--- src/rtl/rpei_pkg.sv ---
// Package of the ray against polygon edge intersection core.
// Holds sizes, payload structs, register indexes and state encodings.
// No dependencies.
package rpei_pkg;

  localparam int unsigned MaxVertices = 16;
  localparam int unsigned HitDepth    = 16;
  localparam int unsigned VcntW       = $clog2(MaxVertices + 1);
  localparam int unsigned HcntW       = $clog2(HitDepth + 1);
  localparam int unsigned HaddrW      = $clog2(HitDepth);
  localparam int unsigned OpW         = 34;
  localparam int unsigned ProdW       = 68;
  localparam int unsigned NumW        = 99;
  localparam int unsigned DenW        = 66;
  localparam int unsigned RootW       = 34;
  localparam int unsigned RemW        = 70;
  localparam int unsigned IterW       = $clog2(RootW);

  typedef struct packed {
    logic signed [31:0] vertex_x;
    logic signed [31:0] vertex_y;
    logic               last_vertex;
  } vertex_t;

  typedef struct packed {
    logic               hit;
    logic signed [31:0] hit_x;
    logic signed [31:0] hit_y;
    logic [33:0]        hit_distance;
    logic               last_result;
    logic               vertex_overflow;
  } result_t;

  typedef struct packed {
    logic signed [31:0] x;
    logic signed [31:0] y;
    logic [33:0]        distance;
  } hit_entry_t;

  typedef struct packed {
    logic              we;
    logic [HaddrW-1:0] addr;
    hit_entry_t        entry;
  } store_wr_t;

  typedef struct packed {
    logic             start;
    logic [HcntW-1:0] count;
    logic             overflow;
  } emit_req_t;

  typedef enum logic [1:0] {
    CFG_ORIGIN_X,
    CFG_ORIGIN_Y,
    CFG_DIR_X,
    CFG_DIR_Y
  } cfg_idx_e;

  typedef enum logic {
    OP_DIV,
    OP_SQRT
  } du_op_e;

  typedef enum logic [3:0] {
    S_IDLE,
    S_DISPATCH,
    S_PREP,
    S_MUL,
    S_NORM,
    S_CHECK,
    S_PMUL,
    S_DIVGO,
    S_DIV,
    S_SQMUL,
    S_SQRTGO,
    S_SQRT,
    S_EMIT
  } seq_state_e;

  typedef enum logic [1:0] {
    B_IDLE,
    B_SCAN_RD,
    B_SCAN_CMP,
    B_OUT
  } buf_state_e;

endpackage

--- src/rtl/rpei_mul.sv ---
// Shared signed multiplier with a registered product.
// Depends on rpei_pkg for operand and product widths.
module rpei_mul import rpei_pkg::*; (
  input  logic                    clk_i,
  input  logic signed [OpW-1:0]   a_i,
  input  logic signed [OpW-1:0]   b_i,
  output logic signed [ProdW-1:0] p_o
);

  logic signed [ProdW-1:0] p_q;

  always_ff @(posedge clk_i) begin
    p_q <= a_i * b_i;
  end

  assign p_o = p_q;

endmodule

--- config.mk ---
export PLATFORM = sky130hd
export DESIGN_NAME = rpei_mul
export DESIGN_NICKNAME = d
export VERILOG_FILES = /design/src/rtl/rpei_pkg.sv /design/src/rtl/rpei_mul.sv
export SDC_FILE = /design/constraint.sdc
export NUM_CORES = 2
export LEC_CHECK = 0
export BUFFER_PORTS_ARGS = -buffer_cell sky130_fd_sc_hd__buf_2
export CAP_MARGIN = 20
export CORE_ASPECT_RATIO = 2
export CORE_MARGIN = 5
export CORE_UTILIZATION = 60
export CTS_CLUSTER_SIZE = 40
export DETAILED_ROUTE_END_ITERATION = 10
export GPL_TIMING_DRIVEN = 0
export PLACE_DENSITY = 0.89
export SLEW_MARGIN = 20
export SYNTH_ARGS = -nofsm -noshare
export SYNTH_HDL_FRONTEND = slang
export SYNTH_SLANG_ARGS = --single-unit
--- constraint.sdc ---
create_clock -name clk_i -period 9 [get_ports clk_i]
set_clock_uncertainty 0.1 [all_clocks]
set_input_delay 0.9 -clock clk_i [delete_from_list [all_inputs] [get_ports clk_i]]
set_output_delay 0.9 -clock clk_i [all_outputs]
set_load 0.1 [all_outputs]
==> results of run 1 <==
what timing repair did:
| action | in CTS |
|---|---|
| hold buffers | 0 |
| setup buffers | 9 |
| pin swaps | 6 |
| endpoints found under the setup margin | 38 |
| resized for setup | 183 |
through the flow:
stage	setup WS, ns	std cells	TNS, ns
after detailed placement	-1.79	5602	-43.32
after CTS	0.000854	5626	0
after global placement	-2.09	5600	-52.56
after floorplan	0.510	4554	0
cells by family after synthesis:
group                    synth area share, %
buffers and inverters                   12.8
adder cells (fa/ha/maj)                 63.7
AND/OR/NAND/NOR                         15.4
AO/OA/AOI/OAI                           3.35
XOR/XNOR                                1.61
flip-flops                              3.16
layer usage:
layer / GRT usage [%] / overflow
met1: 53.7 / 0
met2: 82.5 / 3
met3: 21.5 / 0
met4: 60.9 / 1
met5: 0 / 0
==> results.txt, run 1 <==
----------------------------------------------------
[Placement]
  Post-detail-place hpwl ... 163000 um
  Count of buffers inserted at the top-level ports ... 130
  Global placer's final weighted congestion ... around 1.1
  Area after detailed placement ... 0.0449 mm^2

[Floorplanning]
  # rows ... 139
  Die span in x ... ~200 um
  Number of ports placed on the die boundary ... 137
  Initial Utilization ... between 60% and 70%
  Die outline height ... 389 um

[GRT]
  Total congestion overflow after global routing ... 4
  All-Layer GR Usage ... 55.0%
  Wire length of the first global-routing pass ... ~300000 um
  Pin count of the biggest net entering global routing ... 17
  Number of global-route vias before repair ... 41.1k

[Synth]
  Area of the mapped netlist ... 0.0430 mm^2
  Syn_area_per_cell ... 9.45 um^2
  Most frequent cell after synthesis ... fa_1
  Top cells by area in the synthesized netlist ... fa_1 58%, inv_1 11%, and2_1 9.0%, ha_1 5.9%, nand2_1 4.7%
  Cell type contributing the most total cell area after synthesis ... fa_1
  Most frequently used flop master after synthesis ... dfxtp_1
  Post-synthesis async set-or-reset flop share ... 0%
  EDFF count, synth ... 0
  Flops & latches, synth ... 68
  Syn_nets ... roughly 6.1k
  Count of different cell masters after synthesis ... 69
  Post-synthesis instance total ... 4554
  Yosys warning count ... 0
  Fraction of post-synthesis cell area in the top cell type by area ... 57.7%
  Synth cell count leaders ... 1241 x fa_1, 1231 x inv_1, 621 x and2_1, 542 x nand2_1, 214 x clkbuf_1
  Post-synthesis sequential area ratio ... 3.16%

[CTS]
  Clock sink count ... 68
  Root Buffer ... clkbuf_16
  Maximum root-to-sink buffer count ... 2
  Maximum level of the CTS H-tree ... 3
  CTS buffer count ... 9

[Status]
  Err ... [ERROR GRT-0116] Global routing finished with congestion. Check the congestion regions in the DRC Viewer.
  Stage at which the flow ended ... global routing
  Result of the run ... stopped before the end

----------------------------------------------------
==> inputs of run 2 (changes only) <==
--- a/config.mk
+++ b/config.mk
@@ -7,13 +7,11 @@
 export LEC_CHECK = 0
 export BUFFER_PORTS_ARGS = -buffer_cell sky130_fd_sc_hd__buf_2
 export CAP_MARGIN = 20
-export CORE_ASPECT_RATIO = 2
 export CORE_MARGIN = 5
-export CORE_UTILIZATION = 60
-export CTS_CLUSTER_SIZE = 40
+export CORE_UTILIZATION = 40
 export DETAILED_ROUTE_END_ITERATION = 10
 export GPL_TIMING_DRIVEN = 0
-export PLACE_DENSITY = 0.89
+export PLACE_DENSITY_LB_ADDON = 0.15
 export SLEW_MARGIN = 20
 export SYNTH_ARGS = -nofsm -noshare
 export SYNTH_HDL_FRONTEND = slang
==> constraint.sdc (replaced) <==
create_clock -name clk_i -period 11.7 [get_ports clk_i]
set_clock_uncertainty 0.1 [all_clocks]
set_input_delay 1.17 -clock clk_i [delete_from_list [all_inputs] [get_ports clk_i]]
set_output_delay 1.17 -clock clk_i [all_outputs]
set_load 0.1 [all_outputs]
==> results.txt, run 2 <==
----------------------------------------------------
[Placement]
  Area after detailed placement ... 0.0455 mm^2
  Post-detail-place hpwl ... roughly 140000 um
  Count of buffers inserted at the top-level ports ... 130
  Global placer's final weighted congestion ... between 1 and 1.5

[Drt]
  Vias ... 31.4k
  Post-DR wirelength/cell ... 26.8 um
  Number of optimization iterations in the first detailed-route pass ... 5
  Number of antenna-violating nets in the routed design ... 0
  Via density per instance ... 5.12
  DR iter-0 viols ... about 2.3k
  Post-Route WL ... 164000 um
  Number of remaining DRC errors ... 0

[Synth]
  Top cells by area in the synthesized netlist ... fa_1 58%, inv_1 11%, and2_1 9.0%, ha_1 5.9%, nand2_1 4.7%
  Fraction of post-synthesis cell area in the top cell type by area ... 57.7%
  Yosys warning count ... 0
  Area of the mapped netlist ... between 0.04 and 0.05 mm^2
  Flops & latches, synth ... 68
  Most frequent cell after synthesis ... fa_1
  Syn_area_per_cell ... about 9.4 um^2
  Post-synthesis sequential area ratio ... under 10%
  Count of different cell masters after synthesis ... 69
  Syn_nets ... 6068
  EDFF count, synth ... 0
  Cell type contributing the most total cell area after synthesis ... fa_1
  Post-synthesis async set-or-reset flop share ... 0%
  Post-synthesis instance total ... about 4.6k
  Most frequently used flop master after synthesis ... dfxtp_1
  Synth cell count leaders ... 1241 x fa_1, 1231 x inv_1, 621 x and2_1, 542 x nand2_1, 214 x clkbuf_1

[Floorplanning]
  Std-Cell Core Area ... 0.107 mm^2
  Die span in x ... between 300 and 400 um
  Total die area ... 0.114 mm^2
  Number of ports placed on the die boundary ... 137
  # rows ... 120
  Initial Utilization ... 40.2%
  Die outline height ... 338 um

[Critical path]
  Delay-heaviest family, CP ... adder cells
  CP Buf/Inv Count ... 7
  Slowest cell delay on critical path ... 1.00 ns
  Worst Path Required ... 11.90 ns
  Peak fanout along the critical path ... 10
  Crit end category ... flip-flop
  Worst path arrival time ... roughly 11 ns
  Worst Path Class, Setup ... input pin to flip-flop
  Most repeated library cell on the critical path ... fa_1
  Critical-path cell with the highest stage delay ... o41ai_2
  Kind of launch point of the worst setup path ... input pin

[GRT]
  Total congestion overflow after global routing ... 0
  Initial antenna violation count ... 34
  Wire length of the first global-routing pass ... approximately 240000 um
  Number of global-route vias before repair ... 34.4k
  All-Layer GR Usage ... 30.0%
  Pin count of the biggest net entering global routing ... 18

[STA]
  Peak Freq ... just over 90 MHz
  Post-Route Setup TNS ... 0 ns
  Final critical delay including setup and external delays ... 10.79 ns
  Worst Max-Slew Pin Slew ... 1.20 ns
  Headroom to the max-slew limit ... approximately 20%
  Max Transition Viols Final ... 0
  Hold Vio Cnt, Final ... 0
  Unrepaired setup endpoints after global routing ... false
  Setup-violating endpoint count in the final report ... 0
  Fraction of the cycle the final worst path needs ... 92.2%

[Min path]
  Capture endpoint of the worst hold path ... p_o[0]$_DFF_P_
  Worst hold-check path type ... input pin to flip-flop
  Hold Crit Depth ... 2
  Worst Hold Launch ... a_i[0]

[CTS]
  Clock input transition at the sequential cells of the worst setup and hold paths ... 0.07 ns
  TritonCTS clock tree ... yes
  Post-CTS repair timing setup buffer count ... 0
  Gates resized, CTS repair ... 0
  Maximum root-to-sink buffer count ... 2
  Clock sink count ... slightly below 70
  Maximum level of the CTS H-tree ... 3
  CTS Hold Bufs ... 0
  Root Buffer ... clkbuf_16
  CTS buffer count ... 9

[Cells and area]
  Ratio of cells with drive above 1 in the final layout ... 4.34%
  Net count reported at finish ... 6211
  Number of filler instances in the final layout ... 10.9k
  Largest register FFs ... 68
  P&R area growth vs syn ... 6.51%
  Commonest non-fill, non-tap cell in the layout ... fa_1
  Cell area after layout ... 0.0458 mm^2
  Commonest cells after routing, fill and taps aside ... 1239 x fa_1, 1230 x inv_1, 621 x and2_1

[Status]
  Result of the run ... finished clean

[Job]
  Number of violations of the max-capacitance limit ... 0

----------------------------------------------------
-- run 2: cell type report --
cell class / count / area [um^2] / share of cell area (%)
inverters: 1232 / 4620 / 10.1
well taps: 1403 / 1760 / 3.83
repair buffers: 132 / 686 / 1.50
clock buffers: 9 / 225 / 0.491
clock inverters: 7 / 51.3 / 0.112
plain buffers: 228 / 911 / 1.99
diodes: 27 / 67.6 / 0.147
flip-flops and latches: 68 / 1360 / 2.97
multi-input cells: 3026 / 36100 / 78.9
-- run 2: per-stage QoR --
stage	setup slack, ns	hold slack [ns]	instances	utilization, %
3_5_place_dp	0.628	1.50	6088	42.5
4_1_cts	1.06	1.05	6104	42.8
6_report	0.911	1.09	6132	42.9
3_3_place_gp	0.658	1.50	6087	42.5
2_1_floorplan	2.94	1.20	4554	-
5_1_grt	0.879	1.07	6106	42.8
-- run 2: worst max path at each step --
stage,from,endpoint,depth (start not counted)
final,b_i[5],p_o[64]$_DFF_P_,26
after global routing,b_i[5],p_o[67]$_DFF_P_,25
after CTS,b_i[4],p_o[67]$_DFF_P_,25
after detailed placement,b_i[4],p_o[67]$_DFF_P_,25
after global placement,b_i[4],p_o[67]$_DFF_P_,25
after floorplan,a_i[33],p_o[65]$_DFF_P_,24
-- run 2: per-layer routing --
metal / up-vias / part of all wire, % / global-route usage (%)
met5: - / 0.061 / 0
met4: 16 / 4.9 / 11.9
met3: 329 / 8.1 / 6.55
met2: 1314 / 46 / 47.9
met1: 16589 / 41 / 40.1
li1: 13122 / - / -
-- run 2: cell families after synthesis --
kind of cell             share of synthesized area (%)
flip-flops                                        3.16
AND/OR/NAND/NOR                                   15.4
buffers and inverters                             12.8
adder cells (fa/ha/maj)                           63.7
AO/OA/AOI/OAI                                     3.35
XOR/XNOR                                          1.61
Power of run 2 is left out: the tool's default activity adds up to more than one toggle a clock period on the data nets, which glitch-free logic cannot reach.
