<file path="src/rtl/rpei_pkg.sv">
// Package of the ray against polygon edge intersection core.
// Holds sizes, payload structs, register indexes and state encodings.
// No dependencies.
package rpei_pkg;

  localparam int unsigned MaxVertices = 16;
  localparam int unsigned HitDepth    = 16;
  localparam int unsigned VcntW       = $clog2(MaxVertices + 1);
  localparam int unsigned HcntW       = $clog2(HitDepth + 1);
  localparam int unsigned HaddrW      = $clog2(HitDepth);
  localparam int unsigned OpW         = 34;
  localparam int unsigned ProdW       = 68;
  localparam int unsigned NumW        = 99;
  localparam int unsigned DenW        = 66;
  localparam int unsigned RootW       = 34;
  localparam int unsigned RemW        = 70;
  localparam int unsigned IterW       = $clog2(RootW);

  typedef struct packed {
    logic signed [31:0] vertex_x;
    logic signed [31:0] vertex_y;
    logic               last_vertex;
  } vertex_t;

  typedef struct packed {
    logic               hit;
    logic signed [31:0] hit_x;
    logic signed [31:0] hit_y;
    logic [33:0]        hit_distance;
    logic               last_result;
    logic               vertex_overflow;
  } result_t;

  typedef struct packed {
    logic signed [31:0] x;
    logic signed [31:0] y;
    logic [33:0]        distance;
  } hit_entry_t;

  typedef struct packed {
    logic              we;
    logic [HaddrW-1:0] addr;
    hit_entry_t        entry;
  } store_wr_t;

  typedef struct packed {
    logic             start;
    logic [HcntW-1:0] count;
    logic             overflow;
  } emit_req_t;

  typedef enum logic [1:0] {
    CFG_ORIGIN_X,
    CFG_ORIGIN_Y,
    CFG_DIR_X,
    CFG_DIR_Y
  } cfg_idx_e;

  typedef enum logic {
    OP_DIV,
    OP_SQRT
  } du_op_e;

  typedef enum logic [3:0] {
    S_IDLE,
    S_DISPATCH,
    S_PREP,
    S_MUL,
    S_NORM,
    S_CHECK,
    S_PMUL,
    S_DIVGO,
    S_DIV,
    S_SQMUL,
    S_SQRTGO,
    S_SQRT,
    S_EMIT
  } seq_state_e;

  typedef enum logic [1:0] {
    B_IDLE,
    B_SCAN_RD,
    B_SCAN_CMP,
    B_OUT
  } buf_state_e;

endpackage

</file>
<file path="src/rtl/rpei_hit_buf.sv">
// Hit store and ordered emission by repeated minimum scans over the store.
// Drives the result channel from an output register. Depends on rpei_pkg.
module rpei_hit_buf import rpei_pkg::*; (
  input  logic      clk_i,
  input  logic      rst_ni,
  input  store_wr_t wr_i,
  input  emit_req_t req_i,
  output logic      busy_o,
  output logic      out_valid_o,
  input  logic      out_ready_i,
  output result_t   out_data_o
);

  hit_entry_t        mem [HitDepth];
  hit_entry_t        rdata_q, best_q;
  buf_state_e        state_q, state_d;
  logic [HcntW-1:0]  count_q, sent_q;
  logic              ovf_q, found_q, take, scan_end;
  logic [HitDepth-1:0] emitted_q;
  logic [HaddrW-1:0] idx_q, best_idx_q;
  result_t           out_q;

  always_ff @(posedge clk_i) begin
    if (wr_i.we) begin
      mem[wr_i.addr] <= wr_i.entry;
    end
    rdata_q <= mem[idx_q];
  end

  assign take = !emitted_q[idx_q] && (!found_q || rdata_q.distance < best_q.distance);
  assign scan_end = (HcntW'(idx_q) + 1'b1 == count_q);

  always_comb begin
    state_d = state_q;
    case (state_q)
      B_IDLE: begin
        if (req_i.start) begin
          state_d = (req_i.count == '0) ? B_OUT : B_SCAN_RD;
        end
      end
      B_SCAN_RD:  state_d = B_SCAN_CMP;
      B_SCAN_CMP: state_d = scan_end ? B_OUT : B_SCAN_RD;
      B_OUT: begin
        if (out_ready_i) begin
          state_d = out_q.last_result ? B_IDLE : B_SCAN_RD;
        end
      end
      default: state_d = B_IDLE;
    endcase
  end

  always_comb begin
    busy_o      = (state_q != B_IDLE);
    out_valid_o = (state_q == B_OUT);
    out_data_o  = out_q;
  end

  always_ff @(posedge clk_i or negedge rst_ni) begin
    if (!rst_ni) begin
      state_q <= B_IDLE;
    end else begin
      state_q <= state_d;
    end
  end

  always_ff @(posedge clk_i) begin
    case (state_q)
      B_IDLE: begin
        if (req_i.start) begin
          count_q   <= req_i.count;
          ovf_q     <= req_i.overflow;
          sent_q    <= '0;
          emitted_q <= '0;
          idx_q     <= '0;
          found_q   <= 1'b0;
          out_q     <= '{hit: 1'b0, hit_x: '0, hit_y: '0, hit_distance: '0,
                         last_result: 1'b1, vertex_overflow: req_i.overflow};
        end
      end
      B_SCAN_CMP: begin
        if (take) begin
          best_q     <= rdata_q;
          best_idx_q <= idx_q;
          found_q    <= 1'b1;
        end
        if (scan_end) begin
          if (take) begin
            emitted_q[idx_q] <= 1'b1;
            out_q.hit_x        <= rdata_q.x;
            out_q.hit_y        <= rdata_q.y;
            out_q.hit_distance <= rdata_q.distance;
          end else begin
            emitted_q[best_idx_q] <= 1'b1;
            out_q.hit_x        <= best_q.x;
            out_q.hit_y        <= best_q.y;
            out_q.hit_distance <= best_q.distance;
          end
          out_q.hit             <= 1'b1;
          out_q.last_result     <= (sent_q + 1'b1 == count_q);
          out_q.vertex_overflow <= ovf_q;
        end else begin
          idx_q <= idx_q + 1'b1;
        end
      end
      B_OUT: begin
        if (out_ready_i) begin
          sent_q  <= sent_q + 1'b1;
          idx_q   <= '0;
          found_q <= 1'b0;
        end
      end
      default: begin
      end
    endcase
  end

  a_start_idle: assert property (@(posedge clk_i) disable iff (!rst_ni)
    req_i.start |-> state_q == B_IDLE)
    else $error("emission requested while busy");

  a_sent_bound: assert property (@(posedge clk_i) disable iff (!rst_ni)
    (state_q == B_OUT && count_q != '0) |-> sent_q < count_q)
    else $error("more results than stored hits");

  a_out_hold: assert property (@(posedge clk_i) disable iff (!rst_ni)
    (out_valid_o && !out_ready_i) |=> (out_valid_o && $stable(out_data_o)))
    else $error("result changed while waiting for transfer");

endmodule

</file>
<file path="config.mk">
export PLATFORM = sky130hd
export DESIGN_NAME = rpei_hit_buf
export DESIGN_NICKNAME = d
export VERILOG_FILES = /design/src/rtl/rpei_pkg.sv /design/src/rtl/rpei_hit_buf.sv
export SDC_FILE = /design/constraint.sdc
export NUM_CORES = 2
export LEC_CHECK = 0
export BUFFER_PORTS_ARGS = -buffer_cell sky130_fd_sc_hd__buf_4
export CAP_MARGIN = 20
export CORE_ASPECT_RATIO = 0.75
export CORE_MARGIN = 2
export CORE_UTILIZATION = 62
export DETAILED_ROUTE_END_ITERATION = 8
export PLACE_DENSITY = 0.79
export SLEW_MARGIN = 20
export SYNTH_ARGS = -nofsm -noshare
export SYNTH_HDL_FRONTEND = slang
export SYNTH_SLANG_ARGS = --single-unit
</file>
<file path="constraint.sdc">
create_clock -name clk_i -period 7.9 [get_ports clk_i]
set_clock_uncertainty 0.05 [all_clocks]
set_input_delay 0.79 -clock clk_i [delete_from_list [all_inputs] [get_ports clk_i]]
set_output_delay 0.79 -clock clk_i [all_outputs]
set_load 0.05 [all_outputs]
</file>
==> reports/results.ini <==
[hold_path]
hold_path_depth = 1
worstHoldPathType = input port to register

[sta]
setup_tns_ns = 0
finalSetupViolations = 0
rsz0062_at_grt = no
timing.final.crit_share_pct = 61.3
slew_violations = 0
slew_headroom_pct = 22.3
worst_pin_slew_ns = 1.16
post-route-min-period_ns = 4.84
fmax_mhz = 206
final_hold_viol_count = 0
hold_slack_ns = 0.155

[power]
max-vdd-ir-drop_mv = 0.323
p_per_area_nw_per_um2 = 344
power.leakage_nw = 25.9

[final_layout]
stdcell_area_um2 = 80700
utilization_pct = 70.9
drive_gt1_share_pct = 31.7
n_fill_cell = 6239
syn2layout_area_growth_pct = 13.1
finalNetCount = 3475

[detailed_routing]
viasPerCell = 6.53
firstDrtPassIters = 8
drt_iter0_markers = 3814
via_count = 32696
detail_route.wl_per_cell_um = 31.6
postRouteAntennaNets = 0
drcViolationCount = 0
totalWireLength_mm = 158

[cts]
htree_num_levels = 4
cts_tree = yes
holdBufCountCts = 1
cts_root_buf = clkbuf_16
clock_latency_ns = 0.78
postCtsSetupRepairBufs = 0
path_clk_slew_ns = 0.06
cts_resized = 0
clkSinkCount = 1903
cts_buffers = 168
cts_buffer_depth = 3

[floorplanning]
pin_count = 216
die_y_um = 298
initial_core_util_pct = 62.6
fp-row-count = 107
fp.dieW_um = 396
dieArea_um2 = 118000
core_um2 = 114000

[critical_path]
cp_top_family = buffers and inverters
crit_path_end_kind = register
startpoint_type = register
crit_cells = 5
required_ns = 8.49
critical_path_class = register to register
path_buf_inv = 3
worstPathArrival_ns = 5.43
critPathMaxFanout = 113
cpPeakStageDelay_ns = 0.87
crit_slowest_cell = buf_4
path_cells = buf_4, buf_12, buf_4, mux4_2, mux4_2
r2r_cells = 5

[logic_synthesis]
synth.distinct_cells = 49
ys.flop_type = edfxtp_1
netlist_area_um2 = 71400
syn_nets = 3163
ys_warn_count = 0
syn_inst = 3012
synth-seq-cells = 1903
synth_edf_count = 1803
ys_seq_area_share_pct = 78.7
synth-async-reset-ratio_pct = 0.105
synth_area_per_cell_um2 = 23.7

[place]
dpl_cell_area_um2 = 75000
port_buffers = 215
dpl.hpwl_mm = 79.5
gp_congestion = 0.787

[run_status]
outcome = completed

[global_route]
grt_pass1_vias = 34219
grt_use_total_pct = 27.3
grt_first_pass_wirelength_mm = 232
gr-total-overflow = 0
grt_max_degree = 153
antenna_found_initial = 16

[job]
max-cap-violations = 0

==> final timing paths <==
check,startpoint,endpoint,slack (ns)
worst max-delay path,idx_q[0]$_SDFFCE_PN0P_,rdata_q[35]$_DFF_P_,3.06
worst min-delay path,req_i[0],ovf_q$_DFFE_PP_,0.15
worst max register to register,idx_q[0]$_SDFFCE_PN0P_,rdata_q[35]$_DFF_P_,3.06
worst min register to register,out_data_o[1]$_SDFFCE_PN1P_,state_q[0]$_DFFE_PN0P_,0.45
max in group asynchronous,rst_ni,state_q[0]$_DFFE_PN0P_,7.44
min in group asynchronous,rst_ni,state_q[1]$_DFFE_PN0P_,0.28
==> registers in the layout, summed over array words and instances (netlist names) <==
signal / cells
mem: 1568
out_data_o: 101
best_q: 98
rdata_q: 98
emitted_q: 16
count_q: 5
sent_q: 5
best_idx_q: 4
idx_q: 4
state_q: 2
found_q: 1
ovf_q: 1
==> per-stage QoR <==
stage | power [mW] | std cells | worst slack (ns)
after detailed placement | 19.5 | 4675 | 3.07
after global routing | 28.7 | 5006 | 2.59
after CTS | 27.9 | 4993 | 2.95
final | 27.7 | 5007 | 3.06
after floorplan | 17.8 | 3012 | 1.89
after global placement | 19.2 | 4675 | 3.19
==> cell usage in the layout (no fill, tap or decap), types with 3 or more instances in the layout <==
cell,n
a21o_1,3
a21oi_1,18
and2_1,100
and4_1,5
buf_12,3
buf_4,276
bufinv_16,16
clkbuf_1,39
clkbuf_16,175
clkbuf_8,18
clkinv_1,21
clkinv_2,32
clkinv_8,4
clkinvlp_4,7
dfxtp_1,98
diode_2,10
edfxtp_1,1803
ha_1,38
inv_1,40
inv_6,4
mux2_1,56
mux2_2,42
mux4_2,495
nand2_1,34
nand2b_1,5
nand3_1,27
nand3b_1,3
nand4_1,5
nor2_1,13
nor2_4,12
nor3_1,3
nor3_4,4
nor3b_1,3
o21ai_0,9
o311ai_0,9
or4_1,5
xnor2_1,6
xor2_1,7
==> final cells by class <==
class	count	area, um2	share of cell area [%]
multi-input cells	926	14600	18.1
repair buffers	284	2220	2.75
well taps	1526	1910	2.36
clock buffers	232	4770	5.91
diodes	10	25.0	0.0310
clock inverters	85	881	1.09
flip-flops and latches	1903	56200	69.5
inverters	41	161	0.200
==> Yosys cell counts, drive strengths merged, types with 5 or more instances <==
cell type | instances | share of area (%)
xnor2 | 6 | 0.074
a21oi | 18 | 0.13
o311ai | 9 | 0.11
clkbuf | 87 | 0.46
nor2 | 25 | 0.13
and4 | 5 | 0.061
edfxtp | 1803 | 76
ha | 38 | 0.67
xor2 | 7 | 0.086
and2 | 100 | 0.88
mux2 | 98 | 1.5
buf | 55 | 0.36
inv | 41 | 0.22
dfxtp | 98 | 2.7
nand4 | 5 | 0.044
nand3 | 27 | 0.19
nor3 | 7 | 0.049
mux4 | 495 | 16
or4 | 5 | 0.053
nand2b | 6 | 0.053
nand2 | 34 | 0.18
o21ai | 9 | 0.063
==> logic make-up (layout without fill, tap and decap cells) <==
kind of cell | Yosys count | count (layout) | synth area share, %
mux | 593 | 593 | 17.2
buf+inv | 183 | 642 | 1.04
compound gates | 52 | 52 | 0.494
other cells | 0 | 10 | 0
simple gates | 230 | 230 | 1.80
xor+xnor | 13 | 13 | 0.160
flops | 1903 | 1903 | 78.7
fa+ha+maj | 38 | 38 | 0.666
==> where the power goes <==
| group | switching (mW) | internal (mW) | leakage (nW) | total (mW) |
|---|---|---|---|---|
| Clock | 3.59 | 4.77 | 2.77 | 8.36 |
| Combinational | 3.54 | 3.28 | 5.91 | 6.82 |
| Sequential | 0.455 | 12.1 | 17.2 | 12.6 |
==> worst register-to-register path, cell delays in order, from the launching register on <==
cell	delay (ns)
edfxtp_1	0.77
buf_4	0.87
buf_12	0.71
buf_4	1.09
mux4_2	0.71
mux4_2	0.51
==> routing by layer <==
metal  track usage [%]  routed length (um)  vias up
met5                 0                  76        -
met4              8.76                3710       12
met3              5.43               14200      259
met2              45.9               82800     1764
met1              36.6               57400    17337
li1                  -                   -    13324
Note: power is estimated with default switching activity, not from simulation.
